## config.mk

```make
export PLATFORM = sky130hd
export DESIGN_NAME = biquad_iir_direct_form_two_flat
export DESIGN_NICKNAME = d
export VERILOG_FILES = /design/src/hdl/biq_pkg.sv /design/src/hdl/biq_stream_if.sv /design/src/hdl/biq_mac.sv /design/src/hdl/biquad_iir_direct_form_two.sv /design/src/flat_wrapper.sv
export SDC_FILE = /design/constraint.sdc
export NUM_CORES = 2
export LEC_CHECK = 0
export BUFFER_PORTS_ARGS = -buffer_cell sky130_fd_sc_hd__buf_2
export CAP_MARGIN = 30
export CORE_AREA = 2 2 254 231
export CTS_CLUSTER_DIAMETER = 30
export DETAILED_ROUTE_END_ITERATION = 10
export DIE_AREA = 0 0 256 233
export PLACE_DENSITY = 0.73
export SLEW_MARGIN = 20
export SYNTH_ARGS = -nofsm -noshare
export SYNTH_HDL_FRONTEND = slang
export SYNTH_HIERARCHICAL = 1
export SYNTH_SLANG_ARGS = --single-unit
```

## constraint.sdc

```tcl
create_clock -name clk -period 11.1 [get_ports clk]
set_clock_uncertainty 0.2 [all_clocks]
set_input_delay 2.775 -clock clk [delete_from_list [all_inputs] [get_ports clk]]
set_output_delay 2.775 -clock clk [all_outputs]
set_load 0.05 [all_outputs]
```

## src/hdl/biq_pkg.sv

```systemverilog
// Shared constants, codes and types for the biquad section.
`timescale 1ns / 1ps

package biq_pkg;

    localparam int COEF_W         = 16;
    localparam int SAMPLE_W       = 32;
    localparam int OUT_W          = 29;
    localparam int FRAC_BITS_DEF  = 13;
    localparam int STATE_BITS_DEF = 25;
    localparam int CFG_IDX_W      = 3;
    localparam int CFG_DATA_W     = 16;

    localparam logic signed [COEF_W-1:0] COEF_UNITY_RST = 16'sd8192;
    localparam logic signed [COEF_W-1:0] COEF_ZERO_RST  = 16'sd0;

    typedef enum logic [CFG_IDX_W-1:0] {
        REG_B0 = 3'd0,
        REG_B1 = 3'd1,
        REG_B2 = 3'd2,
        REG_A0 = 3'd3,
        REG_A1 = 3'd4,
        REG_A2 = 3'd5
    } cfg_reg_t;

    typedef enum logic [1:0] {
        ACC_LOAD,
        ACC_ADD,
        ACC_SUB
    } acc_op_t;

    typedef struct packed {
        logic    mul_en;
        acc_op_t op;
    } mac_ctrl_t;

endpackage

```

## src/hdl/biq_stream_if.sv

```systemverilog
// Valid/ready stream interfaces for input and output sample words.
`timescale 1ns / 1ps

interface biq_in_if;
    logic                                 valid;
    logic                                 ready;
    logic signed [biq_pkg::SAMPLE_W-1:0]  sample_in;

    modport source (output valid, output sample_in, input ready);
    modport sink   (input valid, input sample_in, output ready);
endinterface

interface biq_out_if;
    logic                                 valid;
    logic                                 ready;
    logic signed [biq_pkg::OUT_W-1:0]     sample_out;

    modport source (output valid, output sample_out, input ready);
    modport sink   (input valid, input sample_out, output ready);
endinterface

```

## src/hdl/biq_mac.sv

```systemverilog
// Shared multiplier with registered product and shifted accumulate stage.
`timescale 1ns / 1ps

module biq_mac #(
    parameter int COEF_FRAC_BITS = biq_pkg::FRAC_BITS_DEF,
    parameter int STATE_BITS     = biq_pkg::STATE_BITS_DEF
) (
    input  logic                                                clk,
    input  logic                                                rst_n,
    input  biq_pkg::mac_ctrl_t                                  ctrl,
    input  logic signed [biq_pkg::COEF_W-1:0]                   coef,
    input  logic signed [STATE_BITS-1:0]                        operand,
    output logic signed [biq_pkg::COEF_W+STATE_BITS+1:0]        acc
);

    localparam int PROD_W = biq_pkg::COEF_W + STATE_BITS;
    localparam int ACC_W  = PROD_W + 2;

    logic signed [PROD_W-1:0] product;
    logic signed [PROD_W-1:0] prod_reg;
    logic                     pend_reg;
    biq_pkg::acc_op_t         op_reg;
    logic signed [ACC_W-1:0]  term;
    logic signed [ACC_W-1:0]  acc_reg;
    logic signed [ACC_W-1:0]  acc_next;

    assign product = coef * operand;
    assign term    = ACC_W'(prod_reg >>> COEF_FRAC_BITS);

    always_comb
    begin
        case (op_reg)
            biq_pkg::ACC_LOAD: acc_next = term;
            biq_pkg::ACC_ADD:  acc_next = acc_reg + term;
            biq_pkg::ACC_SUB:  acc_next = acc_reg - term;
            default:           acc_next = acc_reg;
        endcase
    end

    always_ff @(posedge clk or negedge rst_n)
    begin
        if (!rst_n)
        begin
            pend_reg <= 1'b0;
            op_reg   <= biq_pkg::ACC_LOAD;
        end
        else
        begin
            pend_reg <= ctrl.mul_en;
            if (ctrl.mul_en)
            begin
                op_reg <= ctrl.op;
            end
        end
    end

    always_ff @(posedge clk)
    begin
        if (ctrl.mul_en)
        begin
            prod_reg <= product;
        end
        if (pend_reg)
        begin
            acc_reg <= acc_next;
        end
    end

    assign acc = acc_reg;

endmodule

```

## src/hdl/biquad_iir_direct_form_two.sv

```systemverilog
// Biquad IIR section, direct form II, over one shared multiply-accumulate unit.
//
//   channel   direction  handshake          payload
//   in_ch     in         valid / ready      sample_in  (32 bit signed)
//   out_ch    out        valid / ready      sample_out (29 bit signed)
//   cfg       in         cfg_we, no stall   cfg_index (3 bit), cfg_data (16 bit)
//
// Each word runs six products through the single multiplier plus drain, saturate and hand-off
// steps before the next word can be accepted.
// in_ch.ready is high only while idle; one word is in flight at a time.
// A result waiting on out_ch holds the sequencer in its last step.
// Reset clears the delay line, the coefficients to their defaults and all control.
`timescale 1ns / 1ps

module biquad_iir_direct_form_two #(
    parameter int COEF_FRAC_BITS = biq_pkg::FRAC_BITS_DEF,
    parameter int STATE_BITS     = biq_pkg::STATE_BITS_DEF
) (
    input  logic                              clk,
    input  logic                              rst_n,
    biq_in_if.sink                            in_ch,
    biq_out_if.source                         out_ch,
    input  logic                              cfg_we,
    input  logic [biq_pkg::CFG_IDX_W-1:0]     cfg_index,
    input  logic [biq_pkg::CFG_DATA_W-1:0]    cfg_data
);

    localparam int ACC_W = biq_pkg::COEF_W + STATE_BITS + 2;
    localparam logic signed [ACC_W-1:0] ST_HI =
        ACC_W'((64'sd1 <<< (STATE_BITS - 1)) - 64'sd1);
    localparam logic signed [ACC_W-1:0] ST_LO =
        ACC_W'(-(64'sd1 <<< (STATE_BITS - 1)));
    localparam logic [1:0] LAST_STEP = 2'd2;

    typedef enum logic [2:0] {
        S_IDLE,
        S_MUL_A,
        S_DRAIN_A,
        S_SAT,
        S_MUL_B,
        S_DRAIN_B,
        S_FIN
    } state_t;

    state_t                            state_reg;
    logic [1:0]                        step_reg;
    logic signed [STATE_BITS-1:0]      x_reg;
    logic signed [STATE_BITS-1:0]      w0_reg;
    logic signed [STATE_BITS-1:0]      w1_reg;
    logic signed [STATE_BITS-1:0]      w2_reg;
    logic                              out_valid_reg;
    logic signed [biq_pkg::OUT_W-1:0]  out_sample_reg;

    logic signed [biq_pkg::COEF_W-1:0] b0_reg, b1_reg, b2_reg;
    logic signed [biq_pkg::COEF_W-1:0] a0_reg, a1_reg, a2_reg;

    biq_pkg::mac_ctrl_t                mac_ctrl;
    logic signed [biq_pkg::COEF_W-1:0] mac_coef;
    logic signed [STATE_BITS-1:0]      mac_operand;
    logic signed [ACC_W-1:0]           mac_acc;
    logic                              in_fire;
    logic                              out_free;
    logic                              out_load;

    function automatic logic signed [STATE_BITS-1:0] sat_state(
        input logic signed [ACC_W-1:0] v
    );
        logic signed [ACC_W-1:0] r;
        begin
            if (v > ST_HI)
                r = ST_HI;
            else if (v < ST_LO)
                r = ST_LO;
            else
                r = v;
            return r[STATE_BITS-1:0];
        end
    endfunction

    always_ff @(posedge clk or negedge rst_n)
    begin
        if (!rst_n)
        begin
            b0_reg <= biq_pkg::COEF_UNITY_RST;
            b1_reg <= biq_pkg::COEF_ZERO_RST;
            b2_reg <= biq_pkg::COEF_ZERO_RST;
            a0_reg <= biq_pkg::COEF_UNITY_RST;
            a1_reg <= biq_pkg::COEF_ZERO_RST;
            a2_reg <= biq_pkg::COEF_ZERO_RST;
        end
        else if (cfg_we)
        begin
            case (cfg_index)
                biq_pkg::REG_B0: b0_reg <= cfg_data;
                biq_pkg::REG_B1: b1_reg <= cfg_data;
                biq_pkg::REG_B2: b2_reg <= cfg_data;
                biq_pkg::REG_A0: a0_reg <= cfg_data;
                biq_pkg::REG_A1: a1_reg <= cfg_data;
                biq_pkg::REG_A2: a2_reg <= cfg_data;
                default:         ;
            endcase
        end
    end

    // Select factor pair and accumulate operation for the current product.
    always_comb
    begin
        mac_ctrl.mul_en = 1'b0;
        mac_ctrl.op     = biq_pkg::ACC_LOAD;
        mac_coef        = a0_reg;
        mac_operand     = x_reg;
        case (state_reg)
            S_MUL_A:
            begin
                mac_ctrl.mul_en = 1'b1;
                case (step_reg)
                    2'd0:
                    begin
                        mac_ctrl.op = biq_pkg::ACC_LOAD;
                        mac_coef    = a0_reg;
                        mac_operand = x_reg;
                    end
                    2'd1:
                    begin
                        mac_ctrl.op = biq_pkg::ACC_SUB;
                        mac_coef    = a1_reg;
                        mac_operand = w1_reg;
                    end
                    default:
                    begin
                        mac_ctrl.op = biq_pkg::ACC_SUB;
                        mac_coef    = a2_reg;
                        mac_operand = w2_reg;
                    end
                endcase
            end
            S_MUL_B:
            begin
                mac_ctrl.mul_en = 1'b1;
                case (step_reg)
                    2'd0:
                    begin
                        mac_ctrl.op = biq_pkg::ACC_LOAD;
                        mac_coef    = b0_reg;
                        mac_operand = w0_reg;
                    end
                    2'd1:
                    begin
                        mac_ctrl.op = biq_pkg::ACC_ADD;
                        mac_coef    = b1_reg;
                        mac_operand = w1_reg;
                    end
                    default:
                    begin
                        mac_ctrl.op = biq_pkg::ACC_ADD;
                        mac_coef    = b2_reg;
                        mac_operand = w2_reg;
                    end
                endcase
            end
            default: ;
        endcase
    end

    biq_mac #(
        .COEF_FRAC_BITS (COEF_FRAC_BITS),
        .STATE_BITS     (STATE_BITS)
    ) u_biq_mac (
        .clk     (clk),
        .rst_n   (rst_n),
        .ctrl    (mac_ctrl),
        .coef    (mac_coef),
        .operand (mac_operand),
        .acc     (mac_acc)
    );

    assign in_fire  = in_ch.valid && (state_reg == S_IDLE);
    assign out_free = !out_valid_reg || out_ch.ready;
    assign out_load = (state_reg == S_FIN) && out_free;

    always_ff @(posedge clk or negedge rst_n)
    begin
        if (!rst_n)
        begin
            state_reg      <= S_IDLE;
            step_reg       <= 2'd0;
            x_reg          <= '0;
            w0_reg         <= '0;
            w1_reg         <= '0;
            w2_reg         <= '0;
            out_valid_reg  <= 1'b0;
            out_sample_reg <= '0;
        end
        else
        begin
            if (out_load)
            begin
                out_valid_reg <= 1'b1;
            end
            else if (out_valid_reg && out_ch.ready)
            begin
                out_valid_reg <= 1'b0;
            end
            case (state_reg)
                S_IDLE:
                begin
                    if (in_fire)
                    begin
                        x_reg     <= sat_state(ACC_W'(in_ch.sample_in));
                        step_reg  <= 2'd0;
                        state_reg <= S_MUL_A;
                    end
                end
                S_MUL_A:
                begin
                    if (step_reg == LAST_STEP)
                    begin
                        step_reg  <= 2'd0;
                        state_reg <= S_DRAIN_A;
                    end
                    else
                    begin
                        step_reg <= step_reg + 2'd1;
                    end
                end
                S_DRAIN_A:
                begin
                    state_reg <= S_SAT;
                end
                S_SAT:
                begin
                    w0_reg    <= sat_state(mac_acc);
                    state_reg <= S_MUL_B;
                end
                S_MUL_B:
                begin
                    if (step_reg == LAST_STEP)
                    begin
                        step_reg  <= 2'd0;
                        state_reg <= S_DRAIN_B;
                    end
                    else
                    begin
                        step_reg <= step_reg + 2'd1;
                    end
                end
                S_DRAIN_B:
                begin
                    state_reg <= S_FIN;
                end
                S_FIN:
                begin
                    // hold until the output register is free
                    if (out_free)
                    begin
                        out_sample_reg <= mac_acc[biq_pkg::OUT_W-1:0];
                        w2_reg         <= w1_reg;
                        w1_reg         <= w0_reg;
                        state_reg      <= S_IDLE;
                    end
                end
                default:
                begin
                    state_reg <= S_IDLE;
                end
            endcase
        end
    end

    assign in_ch.ready       = (state_reg == S_IDLE);
    assign out_ch.valid      = out_valid_reg;
    assign out_ch.sample_out = out_sample_reg;

endmodule

```

## src/flat_wrapper.sv

```systemverilog
// flat-port wrapper written by rule: the top's interface ports become plain ports
module biquad_iir_direct_form_two_flat 
#(
    parameter int COEF_FRAC_BITS = biq_pkg::FRAC_BITS_DEF,
    parameter int STATE_BITS     = biq_pkg::STATE_BITS_DEF
)
  (clk, rst_n, cfg_we, cfg_index, cfg_data, in_ch_valid, in_ch_sample_in, in_ch_ready, out_ch_valid, out_ch_sample_out, out_ch_ready);
  biq_in_if in_ch_i ();
  biq_out_if out_ch_i ();
  input  logic clk;
  input  logic rst_n;
  input  logic cfg_we;
  input  logic [biq_pkg::CFG_IDX_W-1:0] cfg_index;
  input  logic [biq_pkg::CFG_DATA_W-1:0] cfg_data;
  input wire logic [$bits(in_ch_i.valid)-1:0] in_ch_valid;
  input wire logic [$bits(in_ch_i.sample_in)-1:0] in_ch_sample_in;
  output wire logic [$bits(in_ch_i.ready)-1:0] in_ch_ready;
  output wire logic [$bits(out_ch_i.valid)-1:0] out_ch_valid;
  output wire logic [$bits(out_ch_i.sample_out)-1:0] out_ch_sample_out;
  input wire logic [$bits(out_ch_i.ready)-1:0] out_ch_ready;
  assign in_ch_i.valid = in_ch_valid;
  assign in_ch_i.sample_in = in_ch_sample_in;
  assign in_ch_ready = in_ch_i.ready;
  assign out_ch_valid = out_ch_i.valid;
  assign out_ch_sample_out = out_ch_i.sample_out;
  assign out_ch_i.ready = out_ch_ready;
  biquad_iir_direct_form_two #(.COEF_FRAC_BITS(COEF_FRAC_BITS), .STATE_BITS(STATE_BITS)) u_core (.clk(clk), .rst_n(rst_n), .in_ch(in_ch_i), .out_ch(out_ch_i), .cfg_we(cfg_we), .cfg_index(cfg_index), .cfg_data(cfg_data));
endmodule
```

==> results by group <==
CTS
  • Clk Latency, worst-skew pair: 0.60 ns
  • CTS max path bufs: 3
  • Sink Count: just over 300
  • Root Buffer: clkbuf_16
  • H-Tree Depth: 2
  • Hold bufs inserted after CTS: 0
  • Setup bufs post-CTS: 0
  • CTS tree: yes
  • CTS clock-pin slew for the worst setup and hold paths: 0.05 ns
  • CTS Buf Count: 55
  • Cts repair resizes: 0

Detailed routing
  • Drc violations: 0
  • WL/cell: 20.0 microns
  • Vias: 22212
  • Post-route ant nets: 0
  • Met1 wire length: 32.7 mm
  • Initial drt markers: approximately 1700
  • Top layer reached by signal wires: met4
  • Initial DRT Pass Iterations: 6
  • Routed met2 length: roughly 37 mm
  • DR vias/cell: 5.71
  • DR WL met3: 6.24 mm
  • WL final: 77.8 mm

Timing
  • Final hold vios: 0
  • RSZ-0062 raised after global routing: false
  • Tmin final: 9.59 ns
  • Worst relative slew slack: 0.333
  • Setup TNS: 0 ns
  • Tcrit/Tclk final: 0.864
  • FMAX: 104 MHz
  • Pins over their slew limit: 0
  • Worst Max-Slew Pin Slew: 1.00 ns
  • Setup Viol. Count Final: 0

Floorplan
  • IO Pins: 87
  • Die ar.: 0.0596 sq mm
  • Die H: 233 microns
  • Die width: about 260 microns
  • Initial Util: 0.529
  • CORE AREA: 0.0568 sq mm
  • Row cnt: between 80 and 90

Worst setup path
  • Worst Path Max Fanout: 38
  • Arrival @ worst endpoint: between 9 and 10 ns
  • Req. time, crit path: 11.25 ns
  • Crit end category: flip-flop
  • Crit path kind: flip-flop to flip-flop
  • Crit path launch type: flip-flop

Global route
  • First-pass GRT wire length: around 130 mm
  • Pin count of the biggest net entering global routing: slightly below 100
  • Total global-route track usage: 0.267
  • GRT Residual Overflow: 0
  • Initial antenna violation count: 0
  • Vias in the first global route: 23481

Cells and area
  • # nets final: approximately 3700
  • Fin cells: 3893
  • Share of cells above drive strength 1: 0.106
  • Fill cells: about 4700
  • Fin util: 0.585
  • Flip-flop count of the largest register after layout: 43
  • Area delta synth->final: 10.6%

Synthesis
  • Synth Area per Inst: 9.85 sq um
  • Post-synth EDFFs: 71
  • Register bit count reported by yosys: 305
  • Ranking of synthesized cells by area: fa_1, dfrtp_1, edfxtp_1, inv_1, ha_1
  • Count leader, synth: inv_1
  • Netlist cell types: 80
  • Mapped Area: 0.0300 sq mm
  • Synth top area share: 0.259
  • YS warnings: 6
  • Top cell type by total area after synthesis: fa_1
  • Synth cell count leaders: inv_1, fa_1, nand2_1
  • Sequential share of the synthesized area: 0.266
  • Post-synth ARST share: 0.767
  • Post-synthesis cell count: between 3000 and 4000
  • Synth Net Count: 3636
  • Leading register cell type out of synthesis: dfrtp_1

Placement
  • I/O Buffers: 86
  • Dpl hpwl: 58.5 mm
  • GP Congestion: 0.916
  • Placed Instances: 3783

Status
  • Status: complete, no violations

Flow run
  • MaxCap Viol Count: 0

Worst hold path
  • HP Class: flip-flop to flip-flop
-- placed cells by master, fill, tap and decap left out, drive strengths merged, types with 119 or more instances in the layout --
| master | instances |
|---|---|
| a21oi | 155 |
| and2 | 162 |
| buf | 133 |
| dfrtp | 232 |
| fa | 388 |
| ha | 142 |
| inv | 488 |
| mux2 | 179 |
| nand2 | 379 |
| nor2 | 127 |
| o21ai | 119 |
-- through the flow --
| step | hold slack (ns) | worst slack (ns) | area, sq um |
|---|---|---|---|
| after floorplan | 0.257 | 2.89 | 30000 |
| after global placement | 0.262 | 1.61 | 31100 |
| after detailed placement | 0.269 | 1.36 | 31100 |
| after CTS | 0.279 | 1.34 | 33100 |
| after global routing | 0.296 | 1.15 | 33200 |
| final | 0.274 | 1.51 | 33200 |
-- kinds of logic (layout without fill, tap and decap cells) --
family / count (synthesis) / in the layout / synth area share
fa+ha+maj: 530 / 530 / 0.318
compound gates: 450 / 450 / 0.0941
xor+xnor: 99 / 99 / 0.0291
buf+inv: 639 / 716 / 0.0833
flops: 305 / 305 / 0.266
simple gates: 822 / 822 / 0.134
mux: 205 / 205 / 0.0758
other cells: 0 / 1 / 0
-- path summary, 6_finish.rpt --
check                           cells after the start                             to  slack (ns)                        start
worst max-delay path                               27  u_core/u_biq_mac/prod_reg[35]        1.51           u_core/step_reg[1]
worst min-delay path                                1    u_core/out_ch.sample_out[5]        0.27  u_core/out_ch.sample_out[5]
worst max register to register                     27  u_core/u_biq_mac/prod_reg[35]        1.51           u_core/step_reg[1]
worst min register to register                      1    u_core/out_ch.sample_out[5]        0.27  u_core/out_ch.sample_out[5]
max in group asynchronous                           2              u_core/w0_reg[10]        7.31                        rst_n
min in group asynchronous                           1               u_core/b0_reg[6]        2.00                        rst_n
-- routing by layer --
| layer | track usage | up-vias |
|---|---|---|
| li1 | - | 9937 |
| met1 | 0.364 | 11249 |
| met2 | 0.433 | 881 |
| met3 | 0.0515 | 145 |
| met4 | 0.0835 | 0 |
| met5 | 0 | - |
-- cell type report --
cell class | count | area [sq um] | area share
diodes | 1 | 2.50 | 0.0000753
clock buffers | 64 | 1450 | 0.0437
clock inverters | 40 | 544 | 0.0164
inverters | 479 | 1800 | 0.0542
multi-input cells | 2106 | 19600 | 0.590
flip-flops and latches | 305 | 7990 | 0.241
well taps | 765 | 957 | 0.0288
repair buffers | 133 | 862 | 0.0260
-- critical path, cell delays in order (launching register included) --
cell and delay (ns):
dfrtp_2 0.73, nor2_1 0.18, nor3b_1 0.26, o21bai_2 0.13, buf_6 0.19, a221o_1 0.59, inv_1 0.35, buf_4 0.31
nor2_1 0.11, fa_1 0.55, fa_1 0.54, fa_1 0.52, fa_1 0.54, fa_1 0.56, inv_1 0.06, fa_1 0.54
inv_1 0.05, ha_1 0.36, a21o_1 0.20, a21oi_1 0.21, o21ai_1 0.16, a31oi_1 0.54, o31ai_1 0.20, a211o_1 0.37
a31o_2 0.30, a211o_1 0.32, a21oi_2 0.17, xnor2_1 0.07
Power is not shown: default switching activity piles up to over one toggle a cycle in this logic, so the estimate is an artifact.
